## src/hw/rtl/assert_macros.svh

```systemverilog
// assertion macros shared by the rtl modules
`ifndef ASSERT_MACROS_SVH
`define ASSERT_MACROS_SVH
`ifndef SYNTH
`define CHT_ASSERT_ALWAYS(lbl, expr) \
  lbl: assert property (@(posedge clk) disable iff (!rst_n) (expr)) \
    else $error("invariant check failed");
`define CHT_ASSERT_IMPLY(lbl, ante, cons) \
  lbl: assert property (@(posedge clk) disable iff (!rst_n) (ante) |-> (cons)) \
    else $error("same-cycle implication check failed");
`define CHT_ASSERT_NEXT(lbl, ante, cons) \
  lbl: assert property (@(posedge clk) disable iff (!rst_n) (ante) |=> (cons)) \
    else $error("next-cycle implication check failed");
`else
`define CHT_ASSERT_ALWAYS(lbl, expr)
`define CHT_ASSERT_IMPLY(lbl, ante, cons)
`define CHT_ASSERT_NEXT(lbl, ante, cons)
`endif
`endif

```

## src/hw/rtl/cht_pkg.sv

```systemverilog
// shared types and constants of the chained hash slot table
`default_nettype none
package cht_pkg;

  localparam int SLOTS   = 64;
  localparam int BUCKETS = 64;
  localparam int KEY_W   = 31;
  localparam int SLOT_W  = $clog2(SLOTS);
  localparam int LINK_W  = $clog2(SLOTS + 1);
  localparam int BKT_W   = $clog2(BUCKETS);
  localparam int CNT_W   = $clog2(SLOTS + 1);
  localparam int GRP_SZ  = 8;
  localparam int GRP_W   = $clog2(GRP_SZ);
  localparam int GRPS    = SLOTS / GRP_SZ;
  localparam int GIDX_W  = SLOT_W - GRP_W;

  localparam logic [LINK_W-1:0] NIL_LINK = LINK_W'(SLOTS);

  // operation codes
  localparam logic [1:0] KIND_INSERT = 2'd0;
  localparam logic [1:0] KIND_REMOVE = 2'd1;
  localparam logic [1:0] KIND_FIND   = 2'd2;

  typedef struct packed {
    logic [1:0]       kind;
    logic [KEY_W-1:0] key_id;
  } in_t;

  typedef struct packed {
    logic              ok;
    logic [SLOT_W-1:0] slot;
    logic [CNT_W-1:0]  live_count;
  } out_t;

  // controller to datapath
  typedef struct packed {
    logic load;
    logic ins_wr;
    logic first;
    logic step;
    logic hit;
    logic rm_wr;
    logic out_load;
  } cmd_t;

  // datapath to controller
  typedef struct packed {
    logic full;
    logic head_nil;
    logic next_nil;
    logic match;
    logic is_remove;
    logic out_free;
  } sts_t;

endpackage
`default_nettype wire

```

## src/hw/rtl/cht_ram.sv

```systemverilog
// generic single write, single registered read ram
`default_nettype none
module cht_ram #(
  parameter int WIDTH = 8,
  parameter int DEPTH = 64
) (
  input  wire logic                     clk,
  input  wire logic                     we,
  input  wire logic [$clog2(DEPTH)-1:0] waddr,
  input  wire logic [WIDTH-1:0]         wdata,
  input  wire logic [$clog2(DEPTH)-1:0] raddr,
  output logic      [WIDTH-1:0]         rdata
);

  logic [WIDTH-1:0] mem_r [DEPTH];
  logic [WIDTH-1:0] rdata_r;

  // write port
  always_ff @(posedge clk) begin
    if (we) begin
      mem_r[waddr] <= wdata;
    end
  end

  // registered read, old data on collision
  always_ff @(posedge clk) begin
    rdata_r <= mem_r[raddr];
  end

  assign rdata = rdata_r;

endmodule
`default_nettype wire

```

## src/hw/rtl/cht_ctrl.sv

```systemverilog
// controller state machine sequencing insert, remove and find
`default_nettype none
`include "assert_macros.svh"
module cht_ctrl (
  input  wire logic          clk,
  input  wire logic          rst_n,
  input  wire logic          in_valid,
  input  wire logic [1:0]    in_kind,
  output logic               in_stall,
  input  wire cht_pkg::sts_t sts,
  output cht_pkg::cmd_t      cmd
);

  typedef enum logic [6:0] {
    S_IDLE   = 7'b0000001,
    S_INS_RD = 7'b0000010,
    S_INS_WR = 7'b0000100,
    S_LOOK   = 7'b0001000,
    S_HEAD   = 7'b0010000,
    S_CMP    = 7'b0100000,
    S_FIN    = 7'b1000000
  } state_t;

  state_t state_r;
  state_t state_nxt;

  assign in_stall = (state_r != S_IDLE);

  // next state and commands
  always_comb begin
    state_nxt = state_r;
    cmd       = '0;
    case (state_r)
      S_IDLE: begin
        if (in_valid) begin
          cmd.load = 1'b1;
          case (in_kind) inside
            cht_pkg::KIND_INSERT:                      state_nxt = S_INS_RD;
            cht_pkg::KIND_REMOVE, cht_pkg::KIND_FIND:  state_nxt = S_LOOK;
            default:                                   state_nxt = S_FIN;
          endcase
        end
      end
      S_INS_RD: begin
        state_nxt = S_INS_WR;
      end
      S_INS_WR: begin
        cmd.ins_wr = !sts.full;
        state_nxt  = S_FIN;
      end
      S_LOOK: begin
        state_nxt = S_HEAD;
      end
      S_HEAD: begin
        if (sts.head_nil) begin
          state_nxt = S_FIN;
        end else begin
          cmd.first = 1'b1;
          state_nxt = S_CMP;
        end
      end
      S_CMP: begin
        if (sts.match) begin
          cmd.hit   = 1'b1;
          cmd.rm_wr = sts.is_remove;
          state_nxt = S_FIN;
        end else if (sts.next_nil) begin
          state_nxt = S_FIN;
        end else begin
          cmd.step = 1'b1;
        end
      end
      S_FIN: begin
        if (sts.out_free) begin
          cmd.out_load = 1'b1;
          state_nxt    = S_IDLE;
        end
      end
      default: begin
        state_nxt = S_IDLE;
      end
    endcase
  end

  // state register
  always_ff @(posedge clk) begin
    if (!rst_n) begin
      state_r <= S_IDLE;
    end else begin
      state_r <= state_nxt;
    end
  end

  // a finished transaction always returns to idle after handing off its result
  `CHT_ASSERT_NEXT(a_fin_to_idle, (state_r == S_FIN) && sts.out_free, state_r == S_IDLE)
  // a chain walk never writes and steps in the same cycle
  `CHT_ASSERT_IMPLY(a_step_excl, cmd.step, !cmd.rm_wr && !cmd.hit)
  // exactly one state is active
  `CHT_ASSERT_ALWAYS(a_state_onehot, $onehot(state_r))

endmodule
`default_nettype wire

```

## src/hw/rtl/cht_dp.sv

```systemverilog
// datapath: slot memories, free slot search, chain walk and result register
`default_nettype none
`include "assert_macros.svh"
module cht_dp (
  input  wire logic          clk,
  input  wire logic          rst_n,
  input  wire cht_pkg::in_t  in_data,
  input  wire cht_pkg::cmd_t cmd,
  output cht_pkg::sts_t      sts,
  output logic               out_valid,
  input  wire logic          out_stall,
  output cht_pkg::out_t      out_data
);

  localparam int SLOTS   = cht_pkg::SLOTS;
  localparam int BUCKETS = cht_pkg::BUCKETS;
  localparam int SLOT_W  = cht_pkg::SLOT_W;
  localparam int LINK_W  = cht_pkg::LINK_W;
  localparam int BKT_W   = cht_pkg::BKT_W;
  localparam int KEY_W   = cht_pkg::KEY_W;
  localparam int CNT_W   = cht_pkg::CNT_W;
  localparam int GRP_SZ  = cht_pkg::GRP_SZ;
  localparam int GRP_W   = cht_pkg::GRP_W;
  localparam int GRPS    = cht_pkg::GRPS;
  localparam int GIDX_W  = cht_pkg::GIDX_W;

  // transaction payload
  logic [1:0]        kind_r;
  logic [KEY_W-1:0]  key_r;
  logic [BKT_W-1:0]  bucket;

  // chain walk
  logic [SLOT_W-1:0] cur_r;
  logic [SLOT_W-1:0] prev_r;
  logic              prev_nil_r;

  // occupancy and valid bits
  logic [SLOTS-1:0]   used_r, used_nxt;
  logic [BUCKETS-1:0] head_vld_r, head_vld_nxt;
  logic [SLOTS-1:0]   link_vld_r, link_vld_nxt;
  logic [CNT_W-1:0]   occupied_r, occupied_nxt;
  logic               hv_q_r;
  logic               lv_q_r;

  // free slot search tree
  logic [GRPS-1:0]   grp_any_r;
  logic [GRP_W-1:0]  grp_low_r [GRPS];
  logic [GRP_W-1:0]  grp_low_nxt [GRPS];
  logic [SLOT_W-1:0] free_slot_r, free_slot_nxt;
  logic              full_r;

  // result
  logic              res_ok_r;
  logic [SLOT_W-1:0] res_slot_r;
  logic              out_valid_r;
  cht_pkg::out_t     out_data_r;

  // memory ports
  logic [LINK_W-1:0] head_rdata, link_rdata;
  logic [KEY_W-1:0]  key_rdata;
  logic [LINK_W-1:0] head_val, link_val;
  logic [SLOT_W-1:0] node_raddr;
  logic              head_we, link_we;
  logic [LINK_W-1:0] head_wdata, link_wdata;
  logic [SLOT_W-1:0] link_waddr;

  assign bucket = key_r[BKT_W-1:0];

  // capture the accepted transaction
  always_ff @(posedge clk) begin
    if (cmd.load) begin
      kind_r <= in_data.kind;
      key_r  <= in_data.key_id;
    end
  end

  // invalid entries read as null
  assign head_val   = hv_q_r ? head_rdata : cht_pkg::NIL_LINK;
  assign link_val   = lv_q_r ? link_rdata : cht_pkg::NIL_LINK;
  assign node_raddr = cmd.step ? link_val[SLOT_W-1:0] : head_val[SLOT_W-1:0];

  always_ff @(posedge clk) begin
    hv_q_r <= head_vld_r[bucket];
    lv_q_r <= link_vld_r[node_raddr];
  end

  // first level of the free search: lowest free slot in each group
  always_comb begin
    for (int g = 0; g < GRPS; g++) begin
      grp_low_nxt[g] = '0;
      for (int j = GRP_SZ - 1; j >= 0; j--) begin
        if (!used_r[g*GRP_SZ + j]) begin
          grp_low_nxt[g] = GRP_W'(j);
        end
      end
    end
  end

  // second level: lowest group with a free slot
  always_comb begin
    free_slot_nxt = '0;
    for (int g = GRPS - 1; g >= 0; g--) begin
      if (grp_any_r[g]) begin
        free_slot_nxt = {GIDX_W'(g), grp_low_r[g]};
      end
    end
  end

  always_ff @(posedge clk) begin
    for (int g = 0; g < GRPS; g++) begin
      grp_any_r[g] <= !(&used_r[g*GRP_SZ +: GRP_SZ]);
      grp_low_r[g] <= grp_low_nxt[g];
    end
    free_slot_r <= free_slot_nxt;
    full_r      <= !(|grp_any_r);
  end

  // chain walk position
  always_ff @(posedge clk) begin
    if (cmd.first) begin
      cur_r      <= head_val[SLOT_W-1:0];
      prev_nil_r <= 1'b1;
    end else if (cmd.step) begin
      cur_r      <= link_val[SLOT_W-1:0];
      prev_r     <= cur_r;
      prev_nil_r <= 1'b0;
    end
  end

  // memory write selection
  assign head_we    = cmd.ins_wr || (cmd.rm_wr && prev_nil_r);
  assign head_wdata = cmd.ins_wr ? LINK_W'(free_slot_r) : link_val;
  assign link_we    = cmd.ins_wr || (cmd.rm_wr && !prev_nil_r);
  assign link_waddr = cmd.ins_wr ? free_slot_r : prev_r;
  assign link_wdata = cmd.ins_wr ? head_val : link_val;

  cht_ram #(.WIDTH(LINK_W), .DEPTH(BUCKETS)) u_head_ram (
    .clk   (clk),
    .we    (head_we),
    .waddr (bucket),
    .wdata (head_wdata),
    .raddr (bucket),
    .rdata (head_rdata)
  );

  cht_ram #(.WIDTH(LINK_W), .DEPTH(SLOTS)) u_link_ram (
    .clk   (clk),
    .we    (link_we),
    .waddr (link_waddr),
    .wdata (link_wdata),
    .raddr (node_raddr),
    .rdata (link_rdata)
  );

  cht_ram #(.WIDTH(KEY_W), .DEPTH(SLOTS)) u_key_ram (
    .clk   (clk),
    .we    (cmd.ins_wr),
    .waddr (free_slot_r),
    .wdata (key_r),
    .raddr (node_raddr),
    .rdata (key_rdata)
  );

  // occupancy and valid bit updates
  always_comb begin
    used_nxt     = used_r;
    head_vld_nxt = head_vld_r;
    link_vld_nxt = link_vld_r;
    occupied_nxt = occupied_r;
    if (cmd.ins_wr) begin
      used_nxt[free_slot_r]     = 1'b1;
      head_vld_nxt[bucket]      = 1'b1;
      link_vld_nxt[free_slot_r] = 1'b1;
      occupied_nxt              = occupied_r + CNT_W'(1);
    end
    if (cmd.rm_wr) begin
      used_nxt[cur_r]     = 1'b0;
      link_vld_nxt[cur_r] = 1'b0;
      if (prev_nil_r) begin
        head_vld_nxt[bucket] = 1'b1;
      end else begin
        link_vld_nxt[prev_r] = 1'b1;
      end
      occupied_nxt = occupied_r - CNT_W'(1);
    end
  end

  always_ff @(posedge clk) begin
    if (!rst_n) begin
      used_r     <= '0;
      head_vld_r <= '0;
      link_vld_r <= '0;
      occupied_r <= '0;
    end else begin
      used_r     <= used_nxt;
      head_vld_r <= head_vld_nxt;
      link_vld_r <= link_vld_nxt;
      occupied_r <= occupied_nxt;
    end
  end

  // result of the current transaction
  always_ff @(posedge clk) begin
    if (cmd.load) begin
      res_ok_r   <= 1'b0;
      res_slot_r <= '0;
    end else if (cmd.ins_wr) begin
      res_ok_r   <= 1'b1;
      res_slot_r <= free_slot_r;
    end else if (cmd.hit) begin
      res_ok_r   <= 1'b1;
      res_slot_r <= cur_r;
    end
  end

  // output register
  always_ff @(posedge clk) begin
    if (!rst_n) begin
      out_valid_r <= 1'b0;
    end else if (cmd.out_load) begin
      out_valid_r <= 1'b1;
    end else if (!out_stall) begin
      out_valid_r <= 1'b0;
    end
  end

  always_ff @(posedge clk) begin
    if (cmd.out_load) begin
      out_data_r.ok         <= res_ok_r;
      out_data_r.slot       <= res_slot_r;
      out_data_r.live_count <= occupied_r;
    end
  end

  assign out_valid = out_valid_r;
  assign out_data  = out_data_r;

  // status to the controller
  assign sts.full      = full_r;
  assign sts.head_nil  = (head_val == cht_pkg::NIL_LINK);
  assign sts.next_nil  = (link_val == cht_pkg::NIL_LINK);
  assign sts.match     = (key_rdata == key_r);
  assign sts.is_remove = (kind_r == cht_pkg::KIND_REMOVE);
  assign sts.out_free  = !out_valid_r || !out_stall;

  // live count tracks the occupancy bits
  `CHT_ASSERT_ALWAYS(a_count_match, occupied_r == CNT_W'($countones(used_r)))
  // insert only ever claims a free slot
  `CHT_ASSERT_IMPLY(a_ins_free, cmd.ins_wr, !used_r[free_slot_r])
  // remove only ever frees a slot on a chain
  `CHT_ASSERT_IMPLY(a_rm_used, cmd.rm_wr, used_r[cur_r] && link_vld_r[cur_r])

endmodule
`default_nettype wire

```

## src/hw/rtl/chained_hash_id_slot_table_top.sv

```systemverilog
// top level of the chained hash id to slot table
// Maps 31-bit ids to slots of a 64-entry pool through 64 buckets selected by the low id
// bits, each bucket heading a linked chain held in link and key memories. One transaction
// is worked at a time. Insert claims the lowest free slot, which comes from a two-level
// registered search over the occupancy bits. Remove and find walk the bucket's chain
// from its head until a match or the end of the chain; the chain walk reads one entry per
// cycle from the key and link memories. An unused kind goes straight to its result. A
// finished result waits in an output register, so the next transaction can be accepted
// while out_stall holds the previous one. No clearing pass follows reset: bucket heads
// and links carry per-entry valid bits.
`default_nettype none
module chained_hash_id_slot_table_top (
  input  wire logic         clk,
  input  wire logic         rst_n,
  input  wire logic         in_valid,
  output logic              in_stall,
  input  wire cht_pkg::in_t in_data,
  output logic              out_valid,
  input  wire logic         out_stall,
  output cht_pkg::out_t     out_data
);

  cht_pkg::cmd_t cmd;
  cht_pkg::sts_t sts;

  cht_ctrl u_ctrl (
    .clk      (clk),
    .rst_n    (rst_n),
    .in_valid (in_valid),
    .in_kind  (in_data.kind),
    .in_stall (in_stall),
    .sts      (sts),
    .cmd      (cmd)
  );

  cht_dp u_dp (
    .clk       (clk),
    .rst_n     (rst_n),
    .in_data   (in_data),
    .cmd       (cmd),
    .sts       (sts),
    .out_valid (out_valid),
    .out_stall (out_stall),
    .out_data  (out_data)
  );

endmodule
`default_nettype wire

```

## config.mk

```make
export PLATFORM = sky130hd
export DESIGN_NAME = chained_hash_id_slot_table_top
export DESIGN_NICKNAME = d
export VERILOG_FILES = /design/src/hw/rtl/cht_pkg.sv /design/src/hw/rtl/cht_ram.sv /design/src/hw/rtl/cht_ctrl.sv /design/src/hw/rtl/cht_dp.sv /design/src/hw/rtl/chained_hash_id_slot_table_top.sv
export VERILOG_INCLUDE_DIRS = /design/src /design/src/hw/rtl
export SDC_FILE = /design/constraint.sdc
export NUM_CORES = 2
export LEC_CHECK = 0
export CORE_ASPECT_RATIO = 0.75
export CORE_MARGIN = 5
export CORE_UTILIZATION = 30
export DETAILED_ROUTE_END_ITERATION = 10
export DONT_BUFFER_PORTS = 1
export PLACE_DENSITY = 0.44
export RECOVER_POWER = 50
export SYNTH_ARGS = -nofsm -noshare
export SYNTH_HDL_FRONTEND = slang
export SYNTH_SLANG_ARGS = --single-unit
```

## constraint.sdc

```tcl
create_clock -name clk -period 5.5 [get_ports clk]
set_clock_uncertainty 0.2 [all_clocks]
set_input_delay 0.275 -clock clk [delete_from_list [all_inputs] [get_ports clk]]
set_output_delay 0.275 -clock clk [all_outputs]
set_load 0.01 [all_outputs]
```

==> run metrics <==
mux cell area share after synthesis=under 10%; number of buffers added on ports=0; Post-DP HPWL=274,900 um; post-synth top area share=70.47%; core box area=0.4158 sq mm; Mapped Area=approximately 0.13 sq mm; initial antenna violation count=40; Residual DRC=0; number of routed nets with antenna violations=0; top_reg_cell synth=edfxtp_1; synth top area cells=edfxtp_1, dfxtp_1, nand2_1; number of global-route vias before repair=76,730; Max Cap Viol=45; final instance area=0.1491 sq mm; Synth area leader=edfxtp_1; met1 GRT Util=31.21%; critical path class=reg2reg; Max Slew Vio Count=2,254; most frequent cells in the layout=edfxtp_1, nand2_1, buf_4, mux2i_1, nand3_1; root buffer cell=clkbuf_16; final period utilization=101.5%; drt initial violations=10,030; non-filler cells, final=between 15,000 and 20,000; share of cells above drive strength 1=between 10% and 20%; initial core utilization=between 30 and 40%; fin crit period=around 5.6 ns; leak pwr=about 53 nW; GRT busiest layer=met1; global-route wire length before repair=~600,000 um; largest family of logic cells by synthesized area=simple AND/OR/NAND/NOR gates; clock buffer depth=4; Simple-Gate Fraction of Synth Area=9.665%; worst vdd ir=0.0002749 V; Final Hold Vio Count=0; Die Y=569.6 um; clock latency on the worst-skew pair=a little under 1 ns; synth unique cells=79; final net count=9,361; Pwr Total=a little over 50 mW; Synth Area in Compound Gates=8.027%; violated checks=capacitance limit, slew limit, setup timing; power per cell area=between 300 and 400 mW/mm^2; CTS clk-pin slew, worst paths=0.06 ns; final WL=between 400,000 and 500,000 um; Post-Synth Adder-Cell Area=0.08592%; DP Cell Count=14,480; critical path capture point type=flop; dpl cell area=0.1378 sq mm; Avg Vias per Cell=around 5.3; CTS buffer count=337; Mapped Avg Cell Area=14.39 sq um; final worst slack=-0.08458 ns; Synth warnings=0; drt pass-1 iters=6; Ports=53; Mapped Cells=8,701; CP Data Required Time=6.06 ns; syn_nets=8,746; GR Util met2=28.01%; largest net degree at the start of global routing=189; commonest non-fill, non-tap cell in the layout=edfxtp_1; Util after Layout=35.86%; gpl congestion=0.8704; Sink Count=roughly 3,200; Post-synth EDFFs=2,939; worst rel slew slack=-150.1%; synthesized flop and latch total=3,240; CTS tree=built; wire length per cell=29.09 um; Fin Hold WS=0.1737 ns; RSZ-0062 raised after global routing=yes; Final setup viols=1; GR Util met3=3.948%; FMAX=179.1 MHz; Least-Margin Pin Slew=3.751 ns; Vias=80,330; Critical Path Source Type=flop; asr flop ratio synth=0%; Seq/Total Area, Yosys=75.28%; Congestion Overflow GR=0; fraction of synthesized cell area in xor and xnor cells=less than 1%; Area Overhead vs Synth=19.04%; std cell rows=slightly above 200; HP Class=in2reg; CP Max Fanout=33; H-tree depth=5; GR Util All Layers=between 15 and 20%; die area=0.4306 sq mm; Die W=approximately 760 um; status=complete, but fails checks; CP arrival=6.14 ns
[kinds of logic after synthesis]
group	Yosys count
DFF	3240
and+or+nand+nor	2782
AOI/OAI and AO/OA	1481
muxes	581
buffers and inverters	571
xor gates and xnor gates	38
adders and majority gates	8
[layer usage]
metal / wire length, um / share of wire, %
met1: 212500 / 48
met5: 53 / 0.012
met3: 39130 / 8.9
met4: 7949 / 1.8
met2: 182400 / 41
[repair_timing]
action / in CTS / in global routing
endpoints found under the hold margin: 265 / 0
gates resized for setup: 10 / 6
pin swaps: 5 / 12
setup buffers: 3 / 9
cloned: 0 / 2
hold buffers: 74 / 0
setup endpoints to repair: 10 / 7
[cell type report]
class	instances	area, sq um
Inverter	20	77.57
Antenna cell	19	47.55
Clock buffer	454	9253
Multi-Input combinational cell	4890	29180
Fill cell	39650	266700
Sequential cell	3240	94280
Clock inverter	158	1461
Timing Repair Buffer	827	7792
Tap cell	5589	6993
[power breakdown]
group | leakage, nW | internal [mW] | switching, mW
Sequential | 29.9 | 27.0 | 0.0783
Combinational | 17.5 | 0.113 | 0.796
Clock | 5.24 | 12.8 | 9.83
[path summary, 6_finish.rpt]
kind,from,endpoint,slack (ns),depth (start not counted)
max,u_dp.u_key_ram.rdata[27],u_dp.u_key_ram.rdata[5],-0.08,14
min,out_stall,u_ctrl.state_r[0],0.17,5
max reg2reg,u_dp.u_key_ram.rdata[27],u_dp.u_key_ram.rdata[5],-0.08,14
min reg2reg,u_dp.head_vld_r[18],u_dp.head_vld_r[18],0.26,1
[flip-flops by register name, summed over array words and instances, names as in the netlist, 7 cells and up]
| name | flops |
|---|---|
| u_dp.key_r | 31 |
| u_dp.u_head_ram.rdata | 7 |
| u_ctrl.state_r | 7 |
| u_dp.link_vld_r | 64 |
| u_dp.grp_low_r | 24 |
| u_dp.u_head_ram.mem_r | 448 |
| u_dp.u_key_ram.mem_r | 1984 |
| u_dp.out_data | 14 |
| u_dp.u_link_ram.rdata | 7 |
| u_dp.used_r | 64 |
| u_dp.head_vld_r | 64 |
| u_dp.grp_any_r | 8 |
| u_dp.occupied_r | 7 |
| u_dp.u_key_ram.rdata | 31 |
| u_dp.u_link_ram.mem_r | 448 |
[metrics by stage]
step	setup TNS, ns	worst slack [ns]
floorplan	-31.00	-0.09762
CTS	0	0.02230
detailed placement	-2.307	-0.7211
finish	-0.08458	-0.08458
global route	-0.06948	-0.04905
global placement	-2.080	-0.7500
[synthesized netlist by cell type (10+ instances only)]
| cell | n |
|---|---|
| a311oi_1 | 24 |
| inv_1 | 19 |
| clkbuf_1 | 274 |
| nor2_1 | 352 |
| mux2i_1 | 565 |
| buf_4 | 30 |
| a21oi_1 | 243 |
| o22ai_1 | 277 |
| o221ai_1 | 40 |
| nand4_1 | 156 |
| a211oi_1 | 10 |
| o21a_1 | 67 |
| or3_1 | 37 |
| buf_1 | 57 |
| nor3_1 | 67 |
| o21ai_0 | 136 |
| a32oi_1 | 28 |
| a221oi_1 | 44 |
| nor2b_1 | 21 |
| nand2b_1 | 13 |
| a22o_1 | 44 |
| a31oi_1 | 207 |
| nand3b_1 | 19 |
| and2_1 | 30 |
| a2111oi_0 | 14 |
| o221a_2 | 44 |
| xnor2_1 | 34 |
| a22oi_1 | 194 |
| o211ai_1 | 13 |
| or2_2 | 12 |
| nand3_1 | 487 |
| nor4_1 | 23 |
| mux2_2 | 14 |
| dfxtp_1 | 301 |
| a21boi_0 | 41 |
| nand2_1 | 1531 |
| edfxtp_1 | 2939 |
| buf_2 | 187 |
[critical path, stage by stage, from the launching register on]
cell,delay [ns]
dfxtp_1,0.55
xnor2_2,0.18
nand4_1,0.53
nor4_4,0.71
buf_4,0.24
a21oi_1,0.17
a21oi_4,0.20
buf_12,0.22
buf_16,0.22
buf_4,0.25
mux2i_1,0.22
o22ai_1,0.12
o311ai_2,0.31
nand4_1,0.61
or3_1,0.54
Power figures use the tool's default switching activity.
